## config.mk

```make
export PLATFORM = sky130hd
export DESIGN_NAME = randomized_set_engine
export DESIGN_NICKNAME = d
export VERILOG_FILES = /design/src/rtl/rse_pkg.sv /design/src/rtl/rse_ram.sv /design/src/rtl/rse_ctrl.sv /design/src/rtl/rse_dp.sv /design/src/rtl/randomized_set_engine.sv
export SDC_FILE = /design/constraint.sdc
export NUM_CORES = 2
export LEC_CHECK = 0
export BUFFER_PORTS_ARGS = -buffer_cell sky130_fd_sc_hd__buf_2
export CAP_MARGIN = 20
export CORE_MARGIN = 2
export CORE_UTILIZATION = 35
export CTS_CLUSTER_SIZE = 14
export DETAILED_ROUTE_END_ITERATION = 10
export PLACE_DENSITY_LB_ADDON = 0.3
export SYNTH_ARGS = -nofsm -noshare
export SYNTH_HDL_FRONTEND = slang
export SYNTH_SLANG_ARGS = --single-unit
```

## constraint.sdc

```tcl
create_clock -name clk -period 12 [get_ports clk]
set_clock_uncertainty 0.15 [all_clocks]
set_input_delay 3 -clock clk [delete_from_list [all_inputs] [get_ports clk]]
set_output_delay 3 -clock clk [all_outputs]
set_load 0.02 [all_outputs]
```

## src/rtl/rse_pkg.sv

```systemverilog
// Shared types, codes and the xorshift step for the randomized set engine.
// Used by rse_ctrl, rse_dp and randomized_set_engine; depends on nothing.
package rse_pkg;

  localparam int GenW     = 32;
  localparam int DataW    = 32;
  localparam int DivCntW  = $clog2(GenW + 1);
  localparam int ApbAddrW = 2;
  localparam int ApbDataW = 32;

  localparam logic [GenW-1:0]     SEED_RESET = 32'd1;
  localparam logic [ApbAddrW-1:0] REG_SEED   = 2'd0;

  localparam logic [1:0] KIND_INSERT = 2'd0;
  localparam logic [1:0] KIND_REMOVE = 2'd1;
  localparam logic [1:0] KIND_DRAW   = 2'd2;

  typedef enum logic [1:0] {
    RD_SCAN,
    RD_LAST,
    RD_DRAW
  } rd_sel_t;

  typedef struct packed {
    logic    in_take;
    logic    scan_run;
    logic    ins_write;
    logic    rm_write;
    logic    gen_step;
    logic    div_start;
    logic    div_run;
    logic    set_ok;
    logic    set_full;
    logic    set_drawn;
    logic    out_load;
    rd_sel_t rd_sel;
  } cmd_t;

  typedef struct packed {
    logic [1:0] kind;
    logic       scan_done;
    logic       found;
    logic       count_zero;
    logic       count_full;
    logic       div_done;
    logic       out_free;
  } stat_t;

  function automatic logic [GenW-1:0] xorshift32(input logic [GenW-1:0] s);
    logic [GenW-1:0] x;
    x = s ^ (s << 13);
    x = x ^ (x >> 17);
    x = x ^ (x << 5);
    return x;
  endfunction

endpackage

```

## src/rtl/rse_ram.sv

```systemverilog
// Generic single-write, single-read RAM with registered read data.
// No dependencies.
module rse_ram #(
  parameter int Width = 32,
  parameter int Depth = 64,
  localparam int AddrW = $clog2(Depth)
) (
  input  logic             clk,
  input  logic             we,
  input  logic [AddrW-1:0] waddr,
  input  logic [Width-1:0] wdata,
  input  logic [AddrW-1:0] raddr,
  output logic [Width-1:0] rdata
);

  logic [Width-1:0] mem [Depth];

  always_ff @(posedge clk) begin
    if (we) begin
      mem[waddr] <= wdata;
    end
    rdata <= mem[raddr];
  end

endmodule

```

## src/rtl/rse_ctrl.sv

```systemverilog
// Operation sequencer for the randomized set engine.
// Drives rse_pkg::cmd_t to the datapath and reads rse_pkg::stat_t back.
module rse_ctrl (
  input  logic           clk,
  input  logic           rst,
  input  logic           in_valid,
  output logic           in_stall,
  input  rse_pkg::stat_t stat,
  output rse_pkg::cmd_t  cmd
);

  typedef enum logic [3:0] {
    IDLE,
    DISPATCH,
    SCAN,
    RM_RD,
    RM_WR,
    GEN,
    DIV,
    DRAW_RD,
    DRAW_CAP,
    DONE
  } state_t;

  state_t state, state_next;

  assign in_stall = (state != IDLE);

  always_comb begin
    cmd        = '0;
    cmd.rd_sel = rse_pkg::RD_SCAN;
    state_next = state;
    case (state)
      IDLE: begin
        if (in_valid) begin
          cmd.in_take = 1'b1;
          state_next  = DISPATCH;
        end
      end
      DISPATCH: begin
        case (stat.kind)
          rse_pkg::KIND_INSERT, rse_pkg::KIND_REMOVE: state_next = SCAN;
          rse_pkg::KIND_DRAW: begin
            if (stat.count_zero) begin
              state_next = DONE;
            end else begin
              cmd.gen_step = 1'b1;
              state_next   = GEN;
            end
          end
          default: state_next = DONE;
        endcase
      end
      SCAN: begin
        cmd.scan_run = !stat.scan_done;
        if (stat.scan_done) begin
          if (stat.kind == rse_pkg::KIND_REMOVE) begin
            state_next = stat.found ? RM_RD : DONE;
          end else begin
            if (!stat.found) begin
              if (stat.count_full) begin
                cmd.set_full = 1'b1;
              end else begin
                cmd.ins_write = 1'b1;
                cmd.set_ok    = 1'b1;
              end
            end
            state_next = DONE;
          end
        end
      end
      RM_RD: begin
        cmd.rd_sel = rse_pkg::RD_LAST;
        state_next = RM_WR;
      end
      RM_WR: begin
        cmd.rm_write = 1'b1;
        cmd.set_ok   = 1'b1;
        state_next   = DONE;
      end
      GEN: begin
        cmd.div_start = 1'b1;
        state_next    = DIV;
      end
      DIV: begin
        cmd.div_run = 1'b1;
        if (stat.div_done) begin
          state_next = DRAW_RD;
        end
      end
      DRAW_RD: begin
        cmd.rd_sel = rse_pkg::RD_DRAW;
        state_next = DRAW_CAP;
      end
      DRAW_CAP: begin
        cmd.set_drawn = 1'b1;
        cmd.set_ok    = 1'b1;
        state_next    = DONE;
      end
      DONE: begin
        if (stat.out_free) begin
          cmd.out_load = 1'b1;
          state_next   = IDLE;
        end
      end
      default: state_next = IDLE;
    endcase
  end

  always_ff @(posedge clk) begin
    if (rst) begin
      state <= IDLE;
    end else begin
      state <= state_next;
    end
  end

endmodule

```

## src/rtl/rse_dp.sv

```systemverilog
// Datapath: element store, live count, membership scan, xorshift generator,
// bit-serial modulo unit and result register. Uses rse_pkg and rse_ram.
module rse_dp #(
  parameter int SET_DEPTH = 64,
  localparam int IdxW = $clog2(SET_DEPTH),
  localparam int CntW = $clog2(SET_DEPTH + 1)
) (
  input  logic                      clk,
  input  logic                      rst,
  input  rse_pkg::cmd_t             cmd,
  output rse_pkg::stat_t            stat,
  input  logic                      cfg_we,
  input  logic [rse_pkg::GenW-1:0]  cfg_data,
  output logic [rse_pkg::GenW-1:0]  seed,
  input  logic [1:0]                kind,
  input  logic signed [rse_pkg::DataW-1:0] value,
  output logic                      out_valid,
  input  logic                      out_stall,
  output logic                      ok,
  output logic                      store_full,
  output logic signed [rse_pkg::DataW-1:0] drawn_value,
  output logic [CntW-1:0]           element_count
);

  logic [1:0]                kind_r;
  logic [rse_pkg::DataW-1:0] value_r;
  logic [CntW-1:0]           count;
  logic [CntW-1:0]           count_m1;
  logic                      count_full;
  logic                      count_zero;

  logic [CntW-1:0]           scan_idx;
  logic                      cmp_vld;
  logic [IdxW-1:0]           cmp_idx;
  logic                      found;
  logic [IdxW-1:0]           slot;
  logic                      hit;
  logic                      issue;
  logic                      scan_done;

  logic [rse_pkg::GenW-1:0]    gen;
  logic [rse_pkg::GenW-1:0]    quot;
  logic [CntW-1:0]             rem;
  logic [rse_pkg::DivCntW-1:0] div_cnt;
  logic                        div_done;
  logic [CntW:0]               div_trial;
  logic                        div_ge;
  logic [CntW:0]               div_diff;

  logic                      res_ok;
  logic                      res_full;
  logic [rse_pkg::DataW-1:0] res_drawn;
  logic                      out_free;

  logic                      ram_we;
  logic [IdxW-1:0]           ram_waddr;
  logic [rse_pkg::DataW-1:0] ram_wdata;
  logic [IdxW-1:0]           ram_raddr;
  logic [rse_pkg::DataW-1:0] ram_rdata;

  assign count_m1   = count - CntW'(1);
  assign count_full = (count == CntW'(SET_DEPTH));
  assign count_zero = (count == '0);

  assign hit       = cmp_vld && (ram_rdata == value_r);
  assign issue     = cmd.scan_run && (scan_idx < count) && !found && !hit;
  assign scan_done = found || (!cmp_vld && (scan_idx >= count));

  assign div_done  = (div_cnt == rse_pkg::DivCntW'(rse_pkg::GenW));
  assign div_trial = {rem, quot[rse_pkg::GenW-1]};
  assign div_ge    = (div_trial >= {1'b0, count});
  assign div_diff  = div_trial - {1'b0, count};

  assign out_free = !out_valid || !out_stall;

  always_comb begin
    stat.kind       = kind_r;
    stat.scan_done  = scan_done;
    stat.found      = found;
    stat.count_zero = count_zero;
    stat.count_full = count_full;
    stat.div_done   = div_done;
    stat.out_free   = out_free;
  end

  always_comb begin
    case (cmd.rd_sel)
      rse_pkg::RD_LAST: ram_raddr = count_m1[IdxW-1:0];
      rse_pkg::RD_DRAW: ram_raddr = rem[IdxW-1:0];
      default:          ram_raddr = scan_idx[IdxW-1:0];
    endcase
  end

  assign ram_we    = cmd.ins_write || cmd.rm_write;
  assign ram_waddr = cmd.rm_write ? slot : count[IdxW-1:0];
  assign ram_wdata = cmd.rm_write ? ram_rdata : value_r;

  rse_ram #(
    .Width(rse_pkg::DataW),
    .Depth(SET_DEPTH)
  ) u_store (
    .clk  (clk),
    .we   (ram_we),
    .waddr(ram_waddr),
    .wdata(ram_wdata),
    .raddr(ram_raddr),
    .rdata(ram_rdata)
  );

  always_ff @(posedge clk) begin
    if (cmd.in_take) begin
      kind_r  <= kind;
      value_r <= value;
    end
    if (issue) begin
      cmp_idx <= scan_idx[IdxW-1:0];
    end
    if (hit) begin
      slot <= cmp_idx;
    end
    if (cmd.div_start) begin
      quot <= gen;
      rem  <= '0;
    end else if (cmd.div_run && !div_done) begin
      quot <= quot << 1;
      rem  <= div_ge ? div_diff[CntW-1:0] : div_trial[CntW-1:0];
    end
    if (cmd.in_take) begin
      res_drawn <= '0;
    end else if (cmd.set_drawn) begin
      res_drawn <= ram_rdata;
    end
    if (cmd.out_load) begin
      ok            <= res_ok;
      store_full    <= res_full;
      drawn_value   <= res_drawn;
      element_count <= count;
    end
  end

  always_ff @(posedge clk) begin
    if (rst) begin
      count     <= '0;
      scan_idx  <= '0;
      cmp_vld   <= 1'b0;
      found     <= 1'b0;
      seed      <= rse_pkg::SEED_RESET;
      gen       <= rse_pkg::SEED_RESET;
      div_cnt   <= '0;
      res_ok    <= 1'b0;
      res_full  <= 1'b0;
      out_valid <= 1'b0;
    end else begin
      if (cmd.ins_write) begin
        count <= count + CntW'(1);
      end else if (cmd.rm_write) begin
        count <= count_m1;
      end

      if (cmd.in_take) begin
        scan_idx <= '0;
        cmp_vld  <= 1'b0;
        found    <= 1'b0;
      end else begin
        cmp_vld <= issue;
        if (issue) begin
          scan_idx <= scan_idx + CntW'(1);
        end
        if (hit) begin
          found <= 1'b1;
        end
      end

      if (cfg_we) begin
        seed <= cfg_data;
        gen  <= cfg_data;
      end else if (cmd.gen_step) begin
        gen <= rse_pkg::xorshift32(gen);
      end

      if (cmd.div_start) begin
        div_cnt <= '0;
      end else if (cmd.div_run && !div_done) begin
        div_cnt <= div_cnt + rse_pkg::DivCntW'(1);
      end

      if (cmd.in_take) begin
        res_ok   <= 1'b0;
        res_full <= 1'b0;
      end else begin
        if (cmd.set_ok) begin
          res_ok <= 1'b1;
        end
        if (cmd.set_full) begin
          res_full <= 1'b1;
        end
      end

      if (cmd.out_load) begin
        out_valid <= 1'b1;
      end else if (!out_stall) begin
        out_valid <= 1'b0;
      end
    end
  end

  a_count_bound: assert property (@(posedge clk) disable iff (rst)
    count <= CntW'(SET_DEPTH))
    else $error("live count above store depth");

  a_insert_room: assert property (@(posedge clk) disable iff (rst)
    cmd.ins_write |-> !count_full && !found)
    else $error("insert written into full store or over a present value");

  a_remove_hit: assert property (@(posedge clk) disable iff (rst)
    cmd.rm_write |-> found && !count_zero)
    else $error("remove without a matching live entry");

  a_draw_index: assert property (@(posedge clk) disable iff (rst)
    cmd.rd_sel == rse_pkg::RD_DRAW |-> rem < count)
    else $error("draw index not below live count");

endmodule

```

## src/rtl/randomized_set_engine.sv

```systemverilog
// Randomized set engine top: one word in, one result word out per operation.
// Insert/remove: the result waits on the membership scan, which checks one entry per cycle.
// Draw: the result waits on the 32-step bit-serial modulo unit; an empty set skips it.
// One operation in flight; next word taken in the cycle after the result loads, even while
// it waits. Reset: synchronous; count cleared, generator loaded with 1, store not cleared.
module randomized_set_engine #(
  parameter int SET_DEPTH = 64,
  localparam int CntW = $clog2(SET_DEPTH + 1)
) (
  input  logic                                clk,
  input  logic                                rst,
  input  logic                                psel,
  input  logic                                penable,
  input  logic                                pwrite,
  input  logic [rse_pkg::ApbAddrW-1:0]        paddr,
  input  logic [rse_pkg::ApbDataW-1:0]        pwdata,
  output logic [rse_pkg::ApbDataW-1:0]        prdata,
  output logic                                pready,
  input  logic                                in_valid,
  output logic                                in_stall,
  input  logic [1:0]                          kind,
  input  logic signed [rse_pkg::DataW-1:0]    value,
  output logic                                out_valid,
  input  logic                                out_stall,
  output logic                                ok,
  output logic                                store_full,
  output logic signed [rse_pkg::DataW-1:0]    drawn_value,
  output logic [CntW-1:0]                     element_count
);

  rse_pkg::cmd_t            cmd;
  rse_pkg::stat_t           stat;
  logic                     cfg_we;
  logic                     seed_sel;
  logic [rse_pkg::GenW-1:0] seed;

  assign pready   = 1'b1;
  assign seed_sel = (paddr == rse_pkg::REG_SEED);
  assign cfg_we   = psel && penable && pwrite && seed_sel;
  assign prdata   = seed_sel ? seed : '0;

  rse_ctrl u_ctrl (
    .clk     (clk),
    .rst     (rst),
    .in_valid(in_valid),
    .in_stall(in_stall),
    .stat    (stat),
    .cmd     (cmd)
  );

  rse_dp #(
    .SET_DEPTH(SET_DEPTH)
  ) u_dp (
    .clk          (clk),
    .rst          (rst),
    .cmd          (cmd),
    .stat         (stat),
    .cfg_we       (cfg_we),
    .cfg_data     (pwdata),
    .seed         (seed),
    .kind         (kind),
    .value        (value),
    .out_valid    (out_valid),
    .out_stall    (out_stall),
    .ok           (ok),
    .store_full   (store_full),
    .drawn_value  (drawn_value),
    .element_count(element_count)
  );

endmodule

```

==> metrics.yaml <==
place:
  hpwl_mm: 140
  dp_slack_ns: 5.05
  io_buffers: 149
  place.gp.congestion: 0.866
  placed_cells: 8010
finish:
  multi_input_area_um2: 20800
  final_common_cell: "edfxtp_1"
  drive_above_1_share_pct: 25.8
  nets: 4959
  fill_cells: 22700
  final_cell_mix: "edfxtp_1 (2167), mux4_2 (500), nand2_1 (329), a21oi_1 (251), clkbuf_16 (236)"
  seqCellArea_um2: 68400
  finalNonFillerCells: 8460
  syn2layout_area_growth_pct: 14.6
yosys:
  ys_warn_count: 0
  async_flop_share_pct: 0
  synth_edf_count: 2167
  synth_top_flop_cell: "edfxtp_1"
  synthCells: 4586
  syn_area_um2: 89900
  synth_nets: 4684
  ys_seq_area_share_pct: 76.0
  synth_cell_types: 65
  synth-seq-cells: 2331
  syn_avg_cell_area_um2: 19.6
pwr:
  powerDensity_nw_per_um2: 191
  power.leakage_nw: 32.3
  ir_drop_mv: 0.154
hold_path:
  hold_path_class: "reg -> reg"
floorplan:
  die_area_um2: 261000
  start_util_pct: 35.1
  die_y_um: 511
  ios: 151
  num_rows: 186
  fp.dieW_um: 511
  core-area_um2: 256000
critical_path:
  critPathMaxStageDelay_ns: 0.28
  cp-end-kind: "primary output"
  cp.arrival_ns: 3.81
  path_buf_inv: 3
  crit_family: "buffers and inverters"
  r2r_slack_ns: 5.70
  cp_max_fo: 34
  critical_path.startpoint_type: "input pin"
  crit_required_ns: 8.85
  cp_slowest_cell: "buf_4"
  cp_common_cell: "buf_2"
  path_cells: "buf_2 -> nor2_1 -> buf_4 -> and2_1 -> buf_2"
  crit_type: "in -> out"
timing:
  finalHoldViolCount: 0
  worst_pin_slew_ns: 1.18
  fin_ws_ns: 5.04
  period_needed_ns: 6.96
  finalSetupTns_ns: 0
  rsz0062_at_grt: "no"
  setup_viol: 0
  timing.final.crit_share_pct: 58.0
  relSlewSlack_pct: 21.2
  drv_slew: 0
  fmax_mhz: 144
clock_network:
  clock_path_buffers: 3
  cts_inserted_buffers: 231
  ctsRootBufferMaster: "clkbuf_16"
  h-tree-depth: 4
  insertion_delay_ns: 0.87
  clkTransAtPathRegs_ns: 0.06
  cts_resized: 0
  clkSinkCount: 2331
  hold_buffers: 0
  cts_tree: "built"
  post_cts_buffers: 0
drt:
  viasPerCell: 5.53
  wl_mm: 254
  drt_iter0_drc: 6140
  drt_first_pass_iters: 5
  drc: 0
  wl_per_cell_um: 30.1
  antenna_left: 0
  vias: 46800
grt:
  gr-total-overflow: 0
  antenna_found_initial: 31
  grt_usage_pct: 19.1
  grt_pass1_vias: 45800
  grt_max_degree: 105
  grt_pass1_wl_mm: 356
run:
  max-cap-violations: 0
status:
  status: "finished clean"
per-stage QoR:
stage          power [mW]  utilization (%)  hold WS [ns]  instance area (µm²)
2_1_floorplan        11.5                -         0.250                89900
3_3_place_gp         12.6             37.3         0.257                95500
3_5_place_dp         12.7             37.3         0.256                95500
4_1_cts              19.7             40.2         0.271               103000
5_1_grt              20.2             40.2         0.283               103000
6_report             19.6             40.2         0.268               103000
flip-flops by register name, summed over array words and instances (netlist names), 32 cells and up:
| signal | flops |
|---|---|
| u_dp.u_store.mem | 2048 |
| u_dp.drawn_value | 32 |
| u_dp.gen | 32 |
| u_dp.quot | 32 |
| u_dp.res_drawn | 32 |
| u_dp.seed | 32 |
| u_dp.u_store.rdata | 32 |
| u_dp.value_r | 32 |
logic make-up (layout without fill, tap and decap cells):
kind of cell	Yosys count	in the layout	share of synthesized area [%]
flip-flops	2331	2331	76.0
multiplexers	558	558	13.2
other	1	23	0.00417
XOR/XNOR	135	135	1.32
buffers and inverters	295	763	1.49
AO/OA/AOI/OAI	594	594	4.37
adder cells (fa/ha/maj)	23	23	0.328
AND/OR/NAND/NOR	649	649	3.23
cells in the mapped netlist, drive strengths merged, types with 24 or more instances:
library cell  number  area share (%)
a21oi            252             1.4
a22oi            246             2.2
and2              38            0.27
buf              113            0.73
clkbuf           156            0.65
dfxtp            164             3.7
edfxtp          2167              72
inv               24            0.10
mux2              34            0.43
mux2i             24            0.27
mux4             500              13
nand2            361             1.5
nor2             113            0.47
o21ai             24            0.13
or4               34            0.28
xnor2             81            0.79
xor2              54            0.53
final timing paths:
check,startpoint,to,cells past startpoint
max,paddr[1],prdata[15],5
min,u_dp.cmp_idx[5]$_DFFE_PP_,u_dp.slot[5]$_DFFE_PP_,0
max reg2reg,u_ctrl.state[0]$_SDFFE_PP0P_,u_dp.u_store.rdata[26]$_DFF_P_,11
min reg2reg,u_dp.cmp_idx[5]$_DFFE_PP_,u_dp.slot[5]$_DFFE_PP_,0
per-layer routing:
layer / routed length, µm / global-route usage [%] / vias up
met5: 62 / 0 / -
li1: - / - / 19200
met3: 23000 / 3.96 / 337
met2: 119000 / 30.0 / 2163
met4: 6780 / 5.63 / 8
met1: 105000 / 26.9 / 25000
worst register-to-register path: cells and delay by family, from the launching register on:
family,cells,cell delay [ns]
buffers and inverters,2,1.70
AOI/OAI and AO/OA,3,1.64
DFF,1,0.61
muxes,1,0.51
adders and majority gates,1,0.51
and+or+nand+nor,4,1.09
final cells by class:
| type | instances | area share [%] |
|---|---|---|
| antenna | 22 | 0.0534 |
| tap | 3384 | 4.11 |
| timing repair buffer | 311 | 1.98 |
| multi-input combinational | 1960 | 20.2 |
| inverter | 26 | 0.0947 |
| sequential | 2331 | 66.3 |
| clock buffer | 314 | 6.12 |
| clock inverter | 112 | 1.10 |
where the power goes:
group / leakage, nW / total [mW] / internal [mW] / switching, mW
logic: 7.80 / 2.68 / 0.820 / 1.86
registers: 20.8 / 9.87 / 9.61 / 0.253
clock network: 3.63 / 7.10 / 4.02 / 3.08
total: 32.3 / 19.6 / 14.5 / 5.19
Note: power is estimated with default switching activity, not from simulation.
